--- src/sv/rmcs_pkg.sv ---
// ---------------------------------------------------------------------------
// Radiation-material coupling step package
// Shared types, widths and constants for the controller and the datapath.
// ---------------------------------------------------------------------------
package rmcs_pkg;

    localparam int unsigned FieldW  = 31;
    localparam int unsigned SumW    = 48;
    localparam int unsigned MagW    = 46;
    localparam int unsigned NumW    = 80;
    localparam int unsigned DivSteps = 80;
    localparam int unsigned DivEarly = 40;
    localparam int unsigned CntW    = 7;
    localparam int unsigned QuotW   = 40;

    localparam logic CfgRadConst = 1'b0;
    localparam logic CfgTimeStep = 1'b1;

    typedef enum logic [3:0] {
        ST_NONE,
        ST_TT,
        ST_T2,
        ST_AK,
        ST_KT,
        ST_AD,
        ST_ACC,
        ST_LO,
        ST_HI,
        ST_DIV,
        ST_FIN
    } t_step;

    typedef struct packed {
        logic  capture;
        t_step step;
        logic  div_early;
        logic  load_out;
    } t_cmd;

    typedef struct packed {
        logic func;
        logic last;
    } t_status;

endpackage

--- src/sv/radiation_material_coupling_step.sv ---
// ---------------------------------------------------------------------------
// Radiation-material coupling step
// Per-group emissive source and heating update in Q16.16 fixed point.
// ---------------------------------------------------------------------------
// Input items arrive on the slave stream; tuser is the mode (0 emissive,
// 1 heating) and tlast marks the last group of a cell.
// Emissive items form their result from four chained products through the
// single shared multiplier.
// Heating items that are not the last group give no result.
// The last heating group presents its result after the 80-step restoring
// divider, which divides the accumulated energy, times the time step, by
// the cell's thermal mass.
// One item is in flight at a time; tready is high only when idle.
// Results wait in an output register; a stalled receiver holds the block
// when the next result is ready, and no new item is accepted meanwhile.
// Reset clears the energy accumulator, sets the time step to 1.0 and the
// radiation constant to zero. Configuration writes are always accepted.
// ---------------------------------------------------------------------------
module radiation_material_coupling_step (
    input  logic         i_clk,
    input  logic         i_rst_n,
    input  logic         i_s_tvalid,
    output logic         o_s_tready,
    // cell_temperature, absorption, group_flux, group_source, cell_heat_cap
    input  logic [159:0] i_s_tdata,
    // func
    input  logic         i_s_tuser,
    input  logic         i_s_tlast,
    output logic         o_m_tvalid,
    input  logic         i_m_tready,
    // value
    output logic [31:0]  o_m_tdata,
    // saturated
    output logic         o_m_tuser,
    input  logic         i_cfg_valid,
    output logic         o_cfg_ready,
    input  logic         i_cfg_index,
    input  logic [30:0]  i_cfg_data
);

    rmcs_pkg::t_cmd    cmd;
    rmcs_pkg::t_status status;

    assign o_cfg_ready = 1'b1;

    rmcs_ctrl u_ctrl (
        .i_clk      (i_clk),
        .i_rst_n    (i_rst_n),
        .i_s_tvalid (i_s_tvalid),
        .o_s_tready (o_s_tready),
        .o_m_tvalid (o_m_tvalid),
        .i_m_tready (i_m_tready),
        .i_status   (status),
        .o_cmd      (cmd)
    );

    rmcs_dp u_dp (
        .i_clk       (i_clk),
        .i_rst_n     (i_rst_n),
        .i_cmd       (cmd),
        .o_status    (status),
        .i_tdata     (i_s_tdata),
        .i_func      (i_s_tuser),
        .i_last      (i_s_tlast),
        .i_cfg_we    (i_cfg_valid),
        .i_cfg_index (i_cfg_index),
        .i_cfg_data  (i_cfg_data),
        .o_value     (o_m_tdata),
        .o_saturated (o_m_tuser)
    );

endmodule

--- src/sv/rmcs_dp.sv ---
// ---------------------------------------------------------------------------
// Radiation-material coupling datapath
// One shared multiplier, the energy accumulator and a bit-serial divider.
// ---------------------------------------------------------------------------
module rmcs_dp (
    input  logic                  i_clk,
    input  logic                  i_rst_n,
    input  rmcs_pkg::t_cmd        i_cmd,
    output rmcs_pkg::t_status     o_status,
    input  logic [159:0]          i_tdata,
    input  logic                  i_func,
    input  logic                  i_last,
    input  logic                  i_cfg_we,
    input  logic                  i_cfg_index,
    input  logic [30:0]           i_cfg_data,
    output logic [31:0]           o_value,
    output logic                  o_saturated
);

    logic        r_func, r_last;
    logic [30:0] r_temp, r_absn, r_flux, r_src, r_cap;
    logic [30:0] r_rad, r_ts;
    logic [30:0] r_t2, r_t4, r_ks;
    logic [45:0] r_mag;
    logic        r_neg;
    logic [47:0] r_sum;
    logic        r_sum_clip;
    logic        r_sat;
    logic [62:0] r_p0;
    logic [79:0] r_num;
    logic [31:0] r_rem;
    logic [39:0] r_q;
    logic        r_big, r_azero;
    logic [31:0] r_res;
    logic        r_res_sat;

    logic [31:0] op_a, op_b;
    logic [63:0] prod;
    logic [47:0] prod_sh;
    logic        prod_ovf;
    logic [30:0] prod_sat;
    logic [47:0] abs_sum;
    logic [48:0] term, acc;
    logic [32:0] rr;
    logic        div_bit;
    logic [34:0] qv;
    logic [35:0] fin_v;

    always_comb begin
        abs_sum = r_sum[47] ? 48'(-r_sum) : r_sum;
        op_a = '0;
        op_b = '0;
        case (i_cmd.step)
            rmcs_pkg::ST_TT: begin op_a = {1'b0, r_temp}; op_b = {1'b0, r_temp}; end
            rmcs_pkg::ST_T2: begin op_a = {1'b0, r_t2};   op_b = {1'b0, r_t2};   end
            rmcs_pkg::ST_AK: begin op_a = {1'b0, r_absn}; op_b = {1'b0, r_rad};  end
            rmcs_pkg::ST_KT: begin op_a = {1'b0, r_ks};   op_b = {1'b0, r_t4};   end
            rmcs_pkg::ST_AD: begin
                op_a = {1'b0, r_absn};
                op_b = (r_flux < r_src) ? {1'b0, r_src - r_flux} : {1'b0, r_flux - r_src};
            end
            rmcs_pkg::ST_LO: begin op_a = abs_sum[31:0]; op_b = {1'b0, r_ts}; end
            rmcs_pkg::ST_HI: begin op_a = {16'b0, abs_sum[47:32]}; op_b = {1'b0, r_ts}; end
            default: begin op_a = '0; op_b = '0; end
        endcase
        prod     = op_a * op_b;
        prod_sh  = prod[63:16];
        prod_ovf = |prod_sh[47:31];
        prod_sat = prod_ovf ? 31'h7FFF_FFFF : prod_sh[30:0];

        term = r_neg ? 49'(-{3'b0, r_mag}) : {3'b0, r_mag};
        acc  = {r_sum[47], r_sum} + term;

        rr      = {r_rem, r_num[79]};
        div_bit = (rr >= {2'b0, r_cap});

        if (r_azero) begin
            qv = '0;
        end else if (r_big || ({1'b0, r_q} > 41'h2_0000_0000)) begin
            qv = 35'h2_0000_0000;
        end else begin
            qv = r_q[34:0];
        end
        fin_v = r_sum[47] ? ({5'b0, r_temp} - {1'b0, qv}) : ({5'b0, r_temp} + {1'b0, qv});
    end

    always_ff @(posedge i_clk) begin
        if (!i_rst_n) begin
            r_rad      <= '0;
            r_ts       <= 31'd65536;
            r_sum      <= '0;
            r_sum_clip <= 1'b0;
        end else begin
            if (i_cfg_we) begin
                if (i_cfg_index == rmcs_pkg::CfgRadConst) begin
                    r_rad <= i_cfg_data;
                end else begin
                    r_ts <= i_cfg_data;
                end
            end
            if (i_cmd.step == rmcs_pkg::ST_ACC) begin
                if (acc[48] != acc[47]) begin
                    r_sum      <= acc[48] ? {1'b1, 47'b0} : {1'b0, {47{1'b1}}};
                    r_sum_clip <= 1'b1;
                end else begin
                    r_sum <= acc[47:0];
                end
            end else if (i_cmd.step == rmcs_pkg::ST_FIN) begin
                r_sum      <= '0;
                r_sum_clip <= 1'b0;
            end
        end
    end

    always_ff @(posedge i_clk) begin
        if (i_cmd.capture) begin
            r_func <= i_func;
            r_last <= i_last;
            r_temp <= i_tdata[30:0];
            r_absn <= i_tdata[61:31];
            r_flux <= i_tdata[92:62];
            r_src  <= i_tdata[123:93];
            r_cap  <= i_tdata[154:124];
        end
        case (i_cmd.step)
            rmcs_pkg::ST_TT: begin r_t2 <= prod_sat; r_sat <= prod_ovf; end
            rmcs_pkg::ST_T2: begin r_t4 <= prod_sat; r_sat <= r_sat | prod_ovf; end
            rmcs_pkg::ST_AK: begin r_ks <= prod_sat; r_sat <= r_sat | prod_ovf; end
            rmcs_pkg::ST_KT: begin
                r_res     <= {1'b0, prod_sat};
                r_res_sat <= r_sat | prod_ovf;
            end
            rmcs_pkg::ST_AD: begin
                r_mag <= prod[61:16];
                r_neg <= (r_flux < r_src);
            end
            rmcs_pkg::ST_LO: r_p0 <= prod[62:0];
            rmcs_pkg::ST_HI: begin
                r_num   <= 80'(r_p0) + (80'(prod[46:0]) << 32);
                r_rem   <= '0;
                r_q     <= '0;
                r_big   <= 1'b0;
                r_azero <= (abs_sum == '0);
            end
            rmcs_pkg::ST_DIV: begin
                r_rem <= div_bit ? 32'(rr - {2'b0, r_cap}) : rr[31:0];
                r_num <= {r_num[78:0], 1'b0};
                if (i_cmd.div_early) begin
                    r_big <= r_big | div_bit;
                end else begin
                    r_q <= {r_q[38:0], div_bit};
                end
            end
            rmcs_pkg::ST_FIN: begin
                if ($signed(fin_v) > 36'sh0_7FFF_FFFF) begin
                    r_res     <= 32'h7FFF_FFFF;
                    r_res_sat <= 1'b1;
                end else if ($signed(fin_v) < -36'sh0_8000_0000) begin
                    r_res     <= 32'h8000_0000;
                    r_res_sat <= 1'b1;
                end else begin
                    r_res     <= fin_v[31:0];
                    r_res_sat <= r_sum_clip;
                end
            end
            default: begin end
        endcase
        if (i_cmd.load_out) begin
            o_value     <= r_res;
            o_saturated <= r_res_sat;
        end
    end

    assign o_status.func = r_func;
    assign o_status.last = r_last;

endmodule

--- src/sv/rmcs_ctrl.sv ---
// ---------------------------------------------------------------------------
// Radiation-material coupling controller
// Sequences the multiplier, divider and output register for each item.
// ---------------------------------------------------------------------------
module rmcs_ctrl (
    input  logic               i_clk,
    input  logic               i_rst_n,
    input  logic               i_s_tvalid,
    output logic               o_s_tready,
    output logic               o_m_tvalid,
    input  logic               i_m_tready,
    input  rmcs_pkg::t_status  i_status,
    output rmcs_pkg::t_cmd     o_cmd
);

    typedef enum logic [10:0] {
        S_IDLE = 11'b000_0000_0001,
        S_ONE  = 11'b000_0000_0010,
        S_E2   = 11'b000_0000_0100,
        S_E3   = 11'b000_0000_1000,
        S_E4   = 11'b000_0001_0000,
        S_ACC  = 11'b000_0010_0000,
        S_LO   = 11'b000_0100_0000,
        S_HI   = 11'b000_1000_0000,
        S_DIV  = 11'b001_0000_0000,
        S_FIN  = 11'b010_0000_0000,
        S_EMIT = 11'b100_0000_0000
    } t_state;

    t_state         r_state, n_state;
    logic [6:0]     r_cnt, n_cnt;
    logic           r_out_valid, n_out_valid;

    always_comb begin
        n_state     = r_state;
        n_cnt       = r_cnt;
        n_out_valid = r_out_valid & ~i_m_tready;
        o_cmd       = '{capture: 1'b0, step: rmcs_pkg::ST_NONE,
                        div_early: 1'b0, load_out: 1'b0};
        o_cmd.div_early = (r_cnt < 7'(rmcs_pkg::DivEarly));
        case (r_state)
            S_IDLE: begin
                if (i_s_tvalid) begin
                    o_cmd.capture = 1'b1;
                    n_state = S_ONE;
                end
            end
            S_ONE: begin
                o_cmd.step = i_status.func ? rmcs_pkg::ST_AD : rmcs_pkg::ST_TT;
                n_state = i_status.func ? S_ACC : S_E2;
            end
            S_E2: begin o_cmd.step = rmcs_pkg::ST_T2; n_state = S_E3; end
            S_E3: begin o_cmd.step = rmcs_pkg::ST_AK; n_state = S_E4; end
            S_E4: begin o_cmd.step = rmcs_pkg::ST_KT; n_state = S_EMIT; end
            S_ACC: begin
                o_cmd.step = rmcs_pkg::ST_ACC;
                n_state = i_status.last ? S_LO : S_IDLE;
            end
            S_LO: begin o_cmd.step = rmcs_pkg::ST_LO; n_state = S_HI; end
            S_HI: begin
                o_cmd.step = rmcs_pkg::ST_HI;
                n_cnt = '0;
                n_state = S_DIV;
            end
            S_DIV: begin
                o_cmd.step = rmcs_pkg::ST_DIV;
                n_cnt = r_cnt + 7'd1;
                if (r_cnt == 7'(rmcs_pkg::DivSteps - 1)) begin
                    n_state = S_FIN;
                end
            end
            S_FIN: begin o_cmd.step = rmcs_pkg::ST_FIN; n_state = S_EMIT; end
            S_EMIT: begin
                if (!r_out_valid || i_m_tready) begin
                    o_cmd.load_out = 1'b1;
                    n_out_valid = 1'b1;
                    n_state = S_IDLE;
                end
            end
            default: n_state = S_IDLE;
        endcase
    end

    always_ff @(posedge i_clk) begin
        if (!i_rst_n) begin
            r_state     <= S_IDLE;
            r_cnt       <= '0;
            r_out_valid <= 1'b0;
        end else begin
            r_state     <= n_state;
            r_cnt       <= n_cnt;
            r_out_valid <= n_out_valid;
        end
    end

    assign o_s_tready = (r_state == S_IDLE);
    assign o_m_tvalid = r_out_valid;

`ifndef SYNTHESIS
    a_accept_starts: assert property (@(posedge i_clk) disable iff (!i_rst_n)
        (i_s_tvalid && o_s_tready) |=> (r_state == S_ONE))
        else $error("Accepted item did not start processing.");
    a_div_ends: assert property (@(posedge i_clk) disable iff (!i_rst_n)
        (r_state == S_DIV && r_cnt == 7'(rmcs_pkg::DivSteps - 1)) |=> (r_state == S_FIN))
        else $error("Divider did not finish after its last step.");
    a_load_valid: assert property (@(posedge i_clk) disable iff (!i_rst_n)
        o_cmd.load_out |=> r_out_valid)
        else $error("Loaded result not presented.");
`endif

endmodule
--- config.mk ---
export PLATFORM = sky130hd
export DESIGN_NAME = radiation_material_coupling_step
export DESIGN_NICKNAME = d
export VERILOG_FILES = /design/src/sv/rmcs_pkg.sv /design/src/sv/radiation_material_coupling_step.sv /design/src/sv/rmcs_dp.sv /design/src/sv/rmcs_ctrl.sv
export SDC_FILE = /design/constraint.sdc
export NUM_CORES = 2
export LEC_CHECK = 0
export BUFFER_PORTS_ARGS = -buffer_cell sky130_fd_sc_hd__buf_4
export CAP_MARGIN = 20
export CORE_MARGIN = 2
export CORE_UTILIZATION = 40
export CTS_BUF_LIST = sky130_fd_sc_hd__clkbuf_16
export CTS_CLUSTER_SIZE = 14
export DETAILED_ROUTE_END_ITERATION = 10
export SYNTH_ARGS = -nofsm -noshare
export SYNTH_HDL_FRONTEND = slang
export SYNTH_SLANG_ARGS = --single-unit
--- constraint.sdc ---
create_clock -name i_clk -period 11.4 [get_ports i_clk]
set_input_delay 1.14 -clock i_clk [delete_from_list [all_inputs] [get_ports i_clk]]
set_output_delay 1.14 -clock i_clk [all_outputs]
set_load 0.05 [all_outputs]
* Yosys cells after proc, flatten, opt, wreduce, memory -nomap -nowiden *
Cells that the tools add are included.

storage, ports and cells
  flip-flop bits (word level) = 711
  bits in latches = 0
  memory bits (writable) = 0
  bits in read-only memories = 0
  bits of input ports = 199
  output and inout bits = 36
  word-level logic and storage cells = 146
  memories kept = 0

cells by class
  $add $sub $neg = 10
  multipliers = 1
  div/mod/pow operators = 0
  $lt $le $gt $ge = 6
  equal/unequal tests = 29
  shift-type cells = 0
  mux-type cells = 45
  bitwise operators = 5
  reduce and logical (&&, ||, !) cells = 20

operators with widths
  operator                count
  $pmux W32 S6            2
  $mux W48                5
  $pmux W80 S2            1
  $pmux W32 S2            2
  $pmux W11 S10           1
  $mux W32                3
  $add A63 B79 Y80        1
  $pmux W40 S2            1
  $mux W35                2
  $mul A32 B32 Y64        1
  $mux W31                2
  $sub A31 B31 Y31        2
  $add A49 B49 Y49        1
  $mux W49                1
  $neg A46 Y49            1
  $logic_not A48 Y1       1
  $neg A48 Y48            1
  $gt A40 B34 Y1 const B  1
  $mux W40                1
  $add A31 B35 Y36        1
  $gt A36 B32 Y1 const B  1
  $lt A36 B32 Y1 const B  1
  $mux W36                1
  $pmux W4 S9             1
  42 further kinds        81

* Depth between registers and ports, before layout *
  depth in word-level cells = 10
  gate-level depth with buffers = 58
  depth with buffers taken out = 52

* By module *
A second synthesis with hierarchy kept.

second synthesis, totals
  cells, all modules = 8,231
  area total of the unflattened synthesis = 75,502.4 um2

by module, submodules not included
  module                            instances  cells an instance  area an instance (um2)  seq. area each (um2)
  rmcs_dp                           1          8,087              74,352.6                19,668.9
  rmcs_ctrl                         1          142                1,138.6                 380.4
  radiation_material_coupling_step  1          2                  11.3                    0.0

* Worst setup path before layout *
No wires, ideal clock.

  path kind = register to register
  from = register u_ctrl.r_state[0]
  to = register u_dp.r_num[70] (data pin)
  library setup time = 0.263 ns
  data arrival time = 12.136 ns
  required time = 11.137 ns
  path slack = -0.999 ns
  stages on the path, launching flop included = 51
  path buffers = 6
  period minus slack after synthesis = 12.399 ns
  path through = dfxtp_1 or4_1 nor3_1 and4b_1 clkbuf_1 nand2b_1 nor4_2 buf_2 buf_2 a22oi_1 nand2_1 a21oi_2 clkbuf_1 nor2_1 fa_1 inv_1 fa_1 inv_1 [15 not listed] nor2b_1 xor2_1 inv_1 ha_1 clkbuf_1 a21o_1 a21oi_1 o21ai_0 a21o_1 a21oi_1 o21ai_0 a21oi_1 o21ai_1 nor2b_1 clkbuf_1 nor3b_1 xnor2_1 o21ai_1

between the ends
  word-level cells in the longest chain between the ends = 8
  elaborated cells between the ends (all ways) = 25
  those cells by class = 1 x add/sub; 1 x mul; 17 x eq/ne; 4 x mux; 2 x reduce/logical

ends and longest elaborated chain
  what                                          RTL line         source
  from (decl)                                   rmcs_ctrl.sv:30  t_state r_state, n_state;
  from (signal assigned)                        rmcs_ctrl.sv:90  r_state <= n_state;
  $eq A11 B10 Y1, or another cell as far along  rmcs_ctrl.sv:41  case (r_state)
  $pmux W4 S9 *                                 rmcs_ctrl.sv:41
  $eq A4 B3 Y1, or another cell as far along    rmcs_dp.sv:53    case (i_cmd.step)
  $reduce_or A2 Y1 (no source line)             --
  $pmux W32 S6                                  rmcs_dp.sv:53
  $mul A32 B32 Y64 *                            rmcs_dp.sv:66    prod = op_a * op_b;
  net u_dp.prod[23]                             rmcs_dp.sv:38    logic [63:0] prod;
  $add A63 B79 Y80 *                            rmcs_dp.sv:139   r_num <= 80'(r_p0) + (80'(prod[46:0]) << 32);
  $pmux W80 S2 *                                rmcs_dp.sv:125   case (i_cmd.step)
  to (signal assigned)                          rmcs_dp.sv:139
  to (signal assigned)                          rmcs_dp.sv:147   r_num <= {r_num[78:0], 1'b0};
  to (decl)                                     rmcs_dp.sv:30    logic [79:0] r_num;

The timed path passes the listed nets; every way through them passes the cells marked *.
A chain may end at the register's enable or synchronous reset.

* Worst setup path after layout *
  from = register u_dp.r_sum[6]
  to = register u_dp.r_num[78] (data pin)

between the ends
  word-level cells in the longest chain between the ends = 6

ends and longest elaborated chain
  what                    RTL line        source
  from (decl)             rmcs_dp.sv:26   logic [47:0] r_sum;
  from (signal assigned)  rmcs_dp.sv:103  r_sum <= acc[48] ? {1'b1, 47'b0} : {1'b0, {47{1'b1}}};
  from (signal assigned)  rmcs_dp.sv:106  r_sum <= acc[47:0];
  $neg A48 Y48            rmcs_dp.sv:50   abs_sum = r_sum[47] ? 48'(-r_sum) : r_sum;
  $mux W48 *              rmcs_dp.sv:50
  $pmux W32 S6 *          rmcs_dp.sv:53
  $mul A32 B32 Y64 *      rmcs_dp.sv:66
  net u_dp.prod[23]       rmcs_dp.sv:38
  $add A63 B79 Y80 *      rmcs_dp.sv:139
  $pmux W80 S2 *          rmcs_dp.sv:125

Marks and branches as above.

==> run metrics <==
largest net degree at the start of global routing=87; Pre-Repair DR Iteration Count=6; reg2reg end=u_dp.r_num[78]; power per cell area=140.0 nW/um^2; startpoint types=flop; worst hold start=u_dp.r_res[29]; Via density=5.479; Final Hold Viols=0; DR iter-0 viols=5,871; Slew Limit Fails=0; Total GRT Usage=29.99%; r2r startpoint=u_dp.r_sum[6]; Lkg Pwr=0.04306 uW; Seq/Total Area, Yosys=27.53%; worst min-delay path class=flop to flop; number of port buffers=228; hpwl dp=228.5 mm; root buffer cell=clkbuf_16; Final Cycle Share=102.4%; Ys Warns=0; Synth Net Count=9,398; WP data arrival=12,080 ps; Setup Skew=84.61 ps; Area Overhead vs Synth=28.90%; maxcap violations=0; TNS Setup=-27,960 ps; RSZ-0062 raised after global routing=yes; CTS H-tree depth=3; Longest Clk Path Bufs=3; worst setup margin=-271.1 ps; worst hold margin=420.1 ps; layout cells sized above 1=24.10%; vias=63,261; vias in the first global route=64,042; Initial Util=40.30%; area leader, netlist=fa_1; Remaining DRCs=0; clock share of power=20.0%; die area=185,500 um^2; Pint=7871 uW; most common cell after layout, fill and taps aside=buf_4; Setup WS pre-CTS=-1259 ps; Crit Path Class=flop to flop; Mapped Cells=7,830; most frequent cells in the layout=buf_4 (1,374), inv_1 (1,135), nand2_1 (1,047), fa_1 (834), nor2_1 (765); Syn Area/Cell=9.302 um^2; Yosys reg bits=711; hold path endpoint=u_dp.o_value[29]; Logic pwr share=53.0%; Worst-path clk slew=70 ps; post-synth top area share=24.00%; Max stage delay on crit path=570 ps; nets=10,678; Die X=430.7 um; worst vdd ir=224.5 uV; Antenna Nets Post-Route=0; clock sink count=711; Synth area leaders=fa_1 (24%), edfxtp_1 (24%), ha_1 (8.5%); first-pass GRT wire length=412.6 mm; Setup crit end kind=flop; cts bufs inserted=80; I/O pins=235; gpl congestion=0.9929; WHS Path Cells=0; DIE HEIGHT=430.7 um; Sw Ratio=40.10%; Mapped Area=72,830 um^2; Clk Latency, worst-skew pair=740 ps; CTS tree=yes; async set-or-reset flop fraction in the synthesized netlist=0%; actual slew at the worst max-slew pin=920.7 ps; Worst slew margin=38.62%; critical path's slowest cell=or4_4; Bufs and invs on worst path=12; CP Max Fanout=6; failing checks=setup timing; number of flops mapped to enable cells by yosys=581; Tmin final=11,670 ps; Top FF cell, synth=edfxtp_1; Switch Pwr=5270 uW; Synth cell types=98; std cell rows=156; Peak Freq=85.68 MHz; Routed Wire Length=280.4 mm; CP required=11,810 ps; grt ovf=0; sequential power share=27.0%; initial antenna violation count=4; Core Area=180,700 um^2; cell count of the worst reg-to-reg path=52; # setup viols final=146; Avg WL per Cell=24.28 um; Top Family by Delay on Critical Path=adder cells; status=complete, but fails checks; Register-to-Register Setup Slack=-270 ps
## Yosys cell counts, drive strengths merged (11+ instances only)
cell     instances
or4             18
nand3           79
o2111ai         32
mux2i           20
nand2         1078
a221o           30
or3             44
and2            72
o41ai           18
o2111a          29
a21boi          14
xnor2          207
nor4            32
and4            11
a31oi           49
ha             496
nor3            79
nand2b          59
a21o           144
o21a            32
xor2           127
clkbuf         327
o211ai          34
nor2b           39
nor2           803
o21ai          217
and3            47
edfxtp         581
o31ai           50
a22oi           72
o21bai          48
a211oi          28
inv           1168
a2111oi         13
a222oi          19
or2             15
buf             48
a21oi          415
nand4           51
fa             873
a22o            11
a221oi          32
dfxtp          130
## layout make-up
class | instances | area, um^2
Tap cell | 2370 | 2965
Timing Repair Buffer | 1573 | 14000
Clock inverter | 63 | 605.6
Clock buffer | 83 | 2077
Inverter | 1170 | 4404
Multi-Input combinational cell | 5574 | 49780
Antenna cell | 2 | 5.005
Sequential cell | 711 | 20050
Fill cell | 16534 | 86860
## per-layer routing
metal  track usage (%)  wire length, um
met1             40.39           115600
met2             46.46           124200
met3             5.453            23940
met4             14.90            16600
met5                 0               11
## registers in the layout (all words and copies together), names as in the netlist, 32 cells and up
signal	count
u_dp.o_value	32
u_dp.r_mag	46
u_dp.r_num	80
u_dp.r_p0	63
u_dp.r_q	40
u_dp.r_rem	32
u_dp.r_res	32
u_dp.r_sum	48
## cell families (layout without fill, tap and decap cells)
kind of cell	Yosys count	count (layout)	share of synthesized area, %
AND/OR/NAND/NOR	2472	2472	14.79
buffers and inverters	1545	2889	8.040
AO/OA/AOI/OAI	1374	1374	12.77
adder cells (fa/ha/maj)	1369	1369	32.52
flip-flops	711	711	27.53
XOR/XNOR	334	334	4.016
multiplexers	24	24	0.3367
other	1	3	0.005149
## through the flow
stage | std cells | total power (uW) | utilization, % | area (um^2)
finish | 11546 | 13140 | 51.95 | 93890
global route | 11544 | 13690 | 51.94 | 93880
CTS | 11503 | 12910 | 51.28 | 92680
detailed placement | 11253 | 9364 | 48.09 | 86920
global placement | 11252 | 9289 | 48.08 | 86910
floorplan | 7830 | 6275 | - | 72930
## power by group through the flow
stage | clock network, uW | logic (uW) | registers (uW)
6_report | 2630 | 6960 | 3550
5_1_grt | 2790 | 7350 | 3550
4_1_cts | 2680 | 6690 | 3540
3_5_place_dp | 0 | 5770 | 3590
3_3_place_gp | 0 | 5700 | 3590
2_1_floorplan | 0 | 2780 | 3490
## worst max path at each step
stage | cells past startpoint | from | slack [ps] | endpoint
floorplan | 51 | u_dp.r_sum[5] | 20 | u_dp.r_num[71]
global placement | 46 | u_ctrl.r_state[0] | -1250 | u_dp.r_num[79]
detailed placement | 46 | u_ctrl.r_state[0] | -1260 | u_dp.r_num[79]
CTS | 52 | u_dp.r_sum[3] | -260 | u_dp.r_num[74]
global route | 58 | u_dp.r_flux[4] | -630 | u_dp.r_num[74]
finish | 52 | u_dp.r_sum[6] | -270 | u_dp.r_num[78]
## timing repair
item | in CTS | in global routing
pin swaps | 214 | 162
gates cloned | 10 | 2
setup buffers | 99 | 46
gates resized for setup | 416 | 215
hold buffers | 0 | 0
endpoints found under the setup margin | 158 | 155
No activity file was read; power rests on OpenSTA's default activity.
